File: config.mk
export PLATFORM = sky130hd
export DESIGN_NAME = safs_ctrl
export DESIGN_NICKNAME = d
export VERILOG_FILES = /design/src/sv/safs_pkg.sv /design/src/sv/safs_ctrl.sv
export SDC_FILE = /design/constraint.sdc
export NUM_CORES = 1
export LEC_CHECK = 0
export ABC_AREA = 1
export BUFFER_PORTS_ARGS = -buffer_cell sky130_fd_sc_hd__buf_4
export CAP_MARGIN = 20
export CORE_MARGIN = 4
export CORE_UTILIZATION = 50
export CTS_CLUSTER_DIAMETER = 100
export DETAILED_ROUTE_END_ITERATION = 10
export PLACE_DENSITY = 0.87
export SYNTH_ARGS = -nofsm -noshare
export SYNTH_HDL_FRONTEND = slang
export SYNTH_SLANG_ARGS = --single-unit
File: constraint.sdc
create_clock -name clk_i -period 3.1 [get_ports clk_i]
set_input_delay 0.93 -clock clk_i [delete_from_list [all_inputs] [get_ports clk_i]]
set_output_delay 0.93 -clock clk_i [all_outputs]
set_load 0.01 [all_outputs]
File: src/sv/safs_pkg.sv
package safs_pkg;
  localparam int unsigned FramesPerDef = 16;
  localparam int unsigned Definitions  = 8;
  localparam int unsigned Slots        = 16;
  localparam int unsigned FrameStore   = FramesPerDef * Definitions;
  localparam int unsigned FaW = $clog2(FrameStore);
  localparam int unsigned FiW = $clog2(FramesPerDef);
  localparam int unsigned DfW = $clog2(Definitions);
  localparam int unsigned SlW = $clog2(Slots);

  typedef enum logic [2:0] {
    CmdDefine  = 3'd0,
    CmdCreate  = 3'd1,
    CmdDestroy = 3'd2,
    CmdTick    = 3'd3,
    CmdGet     = 3'd4
  } cmd_e;

  typedef enum logic [1:0] {
    StOk     = 2'd0,
    StBadDef = 2'd1,
    StFull   = 2'd2,
    StBadSlt = 2'd3
  } status_e;

  typedef struct packed {
    logic [2:0]  cmd;
    logic [2:0]  def_id;
    logic [3:0]  frame_index;
    logic [4:0]  frame_total;
    logic [7:0]  frame_row;
    logic [7:0]  frame_column;
    logic [15:0] frame_duration;
    logic [3:0]  slot_id;
    logic        loop_flag;
    logic [15:0] tick_delta;
  } in_t;

  typedef struct packed {
    logic [1:0]  status;
    logic [3:0]  slot_out;
    logic [3:0]  current_frame;
    logic [7:0]  row_out;
    logic [7:0]  column_out;
    logic [16:0] time_left;
    logic        active_out;
  } out_t;

  typedef enum logic [3:0] {
    OpNone   = 4'd0,
    OpDecode = 4'd1,
    OpScan   = 4'd2,
    OpSub    = 4'd3,
    OpRead   = 4'd4,
    OpLoad   = 4'd5,
    OpGetRd  = 4'd6,
    OpGetOut = 4'd7,
    OpCreate = 4'd8
  } op_e;

  typedef struct packed {
    op_e op;
  } ctl_t;

  typedef struct packed {
    logic last_slot;
    logic found;
    logic expired;
    logic no_slots;
  } sts_t;
endpackage

File: src/sv/safs_ctrl.sv
module safs_ctrl (
  input  logic                clk_i,
  input  logic                rst_ni,
  input  logic                in_valid_i,
  output logic                in_ready_o,
  input  logic [2:0]          cmd_i,
  output logic                out_valid_o,
  input  logic                out_ready_i,
  input  safs_pkg::sts_t      sts_i,
  output safs_pkg::ctl_t      ctl_o
);
  typedef enum logic [6:0] {
    SIdle = 7'b0000001,
    SDec  = 7'b0000010,
    SScan = 7'b0000100,
    SRead = 7'b0001000,
    SLoad = 7'b0010000,
    SGet  = 7'b0100000,
    SOut  = 7'b1000000
  } state_e;
  state_e state_q, state_d;
  logic [2:0] cmd_q;

  always_ff @(posedge clk_i or negedge rst_ni) begin
    if (!rst_ni) begin
      state_q <= SIdle;
      cmd_q   <= '0;
    end else begin
      state_q <= state_d;
      if (in_valid_i && in_ready_o) cmd_q <= cmd_i;
    end
  end

  assign in_ready_o  = (state_q == SIdle);
  assign out_valid_o = (state_q == SOut);

  always_comb begin
    state_d   = state_q;
    ctl_o.op  = safs_pkg::OpNone;
    case (state_q)
      SIdle: if (in_valid_i) state_d = SDec;
      SDec: begin
        ctl_o.op = safs_pkg::OpDecode;
        case (cmd_q)
          safs_pkg::CmdCreate: state_d = SScan;
          safs_pkg::CmdTick:   state_d = sts_i.no_slots ? SOut : SRead;
          safs_pkg::CmdGet:    state_d = SGet;
          default:             state_d = SOut;
        endcase
      end
      SScan: begin
        ctl_o.op = safs_pkg::OpScan;
        if (sts_i.found || sts_i.last_slot) begin
          ctl_o.op = safs_pkg::OpCreate;
          state_d  = SOut;
        end
      end
      SRead: begin
        ctl_o.op = safs_pkg::OpSub;
        state_d  = SLoad;
      end
      SLoad: begin
        ctl_o.op = safs_pkg::OpLoad;
        state_d  = sts_i.last_slot ? SOut : SRead;
      end
      SGet: begin
        ctl_o.op = safs_pkg::OpGetOut;
        state_d  = SOut;
      end
      SOut: if (out_ready_i) state_d = SIdle;
      default: state_d = SIdle;
    endcase
  end
endmodule

==> impl_metrics.json <==
{
  "synth_seq_cells": 10,
  "path_clk_slew_ps": 60,
  "num-nets-final": 127,
  "grt_max_degree": 11,
  "initial_utilization_pct": 55.6,
  "final_util_pct": 69.8,
  "yosysWarnings": 0,
  "slowest_delay_ps": 160,
  "multi_input_area_um2": 319,
  "routed_wl_um": 1440,
  "maxCapViolCount": 0,
  "setup.worst_path.start_class": "input port",
  "ios": 17,
  "netlist_area_um2": 651,
  "viasPerCell": 4.98,
  "cts_tree": "built",
  "worst_slew_margin_rel_pct": 83.0,
  "fp.dieH_um": 44.1,
  "design_area_um2": 817,
  "grtUsageTotal_pct": 17.2,
  "min_period_ps": 2490,
  "syn_inst": 96,
  "drc_errors": 0,
  "path_max_fanout": 3,
  "dp_slack_ps": 608,
  "fmax_mhz": 401,
  "ctsLongestPathBuffers": 2,
  "rsz0062_at_grt": "no",
  "hold_violations": 0,
  "critPathMostFrequentCell": "buf_4",
  "tns_ps": 0,
  "detail-route-antenna-nets": 0,
  "syn_avg_cell_area_um2": 6.78,
  "dieWidth_um": 44.1,
  "grt-ovfl-total": 0,
  "syn-num-nets": 107,
  "yosysTopAreaCell": "dfrtp_1",
  "crit_chain": "buf_4, nor2_1, nand3_2, nand2_1, buf_4",
  "cts_repair_resize_count": 0,
  "fin_ws_ps": 606,
  "seq_area_um2": 251,
  "place_area_um2": 781,
  "die_area_mm2": 0.00194,
  "hold_ws_ps": 480,
  "critPathArrivalTime_ps": 1560,
  "criticalPathCategory": "in2out",
  "setup_viol": 0,
  "core_mm2": 0.00117,
  "crit_slowest_cell": "nor2_1",
  "power.density_mw_per_mm2": 784,
  "grt_pass1_vias": 633,
  "endpoint_kind": "primary output",
  "antenna_found_initial": 0,
  "layout-drive-gt1-share_pct": 28.7,
  "layout_commonest_cell": "nand2_1",
  "synth_cell_types": 17,
  "num_vias": 642,
  "fin_crit_sh_pct": 80.5,
  "drtIter0Drc": 13,
  "leakage_nw": 0.469,
  "postCtsSetupBuffers": 0,
  "cts_root_buf": "clkbuf_4",
  "grt_pass1_wl_um": 2500,
  "rows": 12,
  "hold_buffers": 0,
  "fin_cells": 129,
  "clock-sinks": 10,
  "synth.area.top_cells": "dfrtp_1 (35%), nand2_1 (12%), inv_1 (11%), nor2_1 (9.2%), nand3_1 (7.7%)",
  "numPortBuffers": 15,
  "peakVddDrop_mv": 0.447,
  "dp.cells": 125,
  "htreeDepth": 1,
  "dr.pass1.iters": 4,
  "clock_skew_ps": 4.15,
  "report.final.slew_viol_count": 0,
  "wl_per_cell_um": 11.2,
  "cp.required_ps": 2170,
  "yosysSeqAreaShare_pct": 38.7,
  "syn2layout_area_growth_pct": 25.6,
  "cts_buffers": 3,
  "hp-class": "in2async",
  "fillCellCount": 103,
  "p_total_mw": 0.640,
  "gp_congestion": 0.853,
  "clkLatencyLatePin_ps": 260,
  "outcome": "finished clean",
  "dp_hpwl_um": 1190,
  "worstMarginPinSlew_ps": 253,
  "n_antenna_cell": 0,
  "most-common-layout-cells": "nand2_1 (21), inv_1 (19), nor2_1 (16)",
  "synth_top_area_share_pct": 34.6
}
[Yosys cell counts]
cell,count
clkinv_2,1
dfrtp_1,9
dfstp_2,1
inv_1,19
inv_2,1
nand2_1,21
nand2_2,1
nand3_1,10
nand3_2,1
nand3_4,1
nor2_1,16
nor2_2,7
nor3_1,2
o21ai_0,3
o21bai_1,1
o31ai_1,1
o31ai_2,1
[area by class of cell]
cell class | instances | share of cell area (%)
clock buffers | 4 | 4.44
inverters | 21 | 9.80
multi-input cells | 65 | 39.1
flip-flops and latches | 10 | 30.8
well taps | 14 | 2.14
repair buffers | 15 | 13.8
[power by group]
group | internal (mW) | switching [mW] | total, mW
Sequential | 0.176 | 0.0331 | 0.210
Combinational | 0.117 | 0.200 | 0.317
Clock | 0.0712 | 0.0422 | 0.113
[state kept, by name, summed over array words and instances (netlist names)]
signal and flops:
cmd_q 3, state_q 7
[cells by family (layout without fill, tap and decap cells)]
logic type | after synthesis | in the layout | synth area share [%]
flops | 10 | 10 | 38.7
simple gates | 59 | 59 | 42.5
compound gates | 6 | 6 | 6.54
buf+inv | 21 | 40 | 12.3
[final timing paths]
| check | end | from | slack, ps | cells after the start |
|---|---|---|---|---|
| setup / recovery | ctl_o[1] | sts_i[3] | 610 | 5 |
| hold / removal | cmd_q[1] | rst_ni | 480 | 1 |
| setup reg to reg | state_q[0] | state_q[0] | 1800 | 6 |
| hold reg to reg | state_q[2] | cmd_q[1] | 510 | 1 |
| max in group asynchronous | state_q[0] | rst_ni | 2400 | 1 |
| min in group clk_i | state_q[2] | cmd_q[1] | 510 | 1 |
[worst max-delay path, delay by kind of cell]
kind | cells | cell delay [ps]
simple gates | 3 | 390
buf+inv | 2 | 230
[per-layer routing]
| layer | vias up | GRT usage, % | part of all wire, % |
|---|---|---|---|
| met4 | 0 | 9.04 | 0.90 |
| met2 | 26 | 29.7 | 51 |
| met3 | 4 | 2.44 | 8.3 |
| met5 | - | 0 | 0 |
| li1 | 330 | - | - |
| met1 | 282 | 20.4 | 39 |
Note: power is estimated with default switching activity, not from simulation.
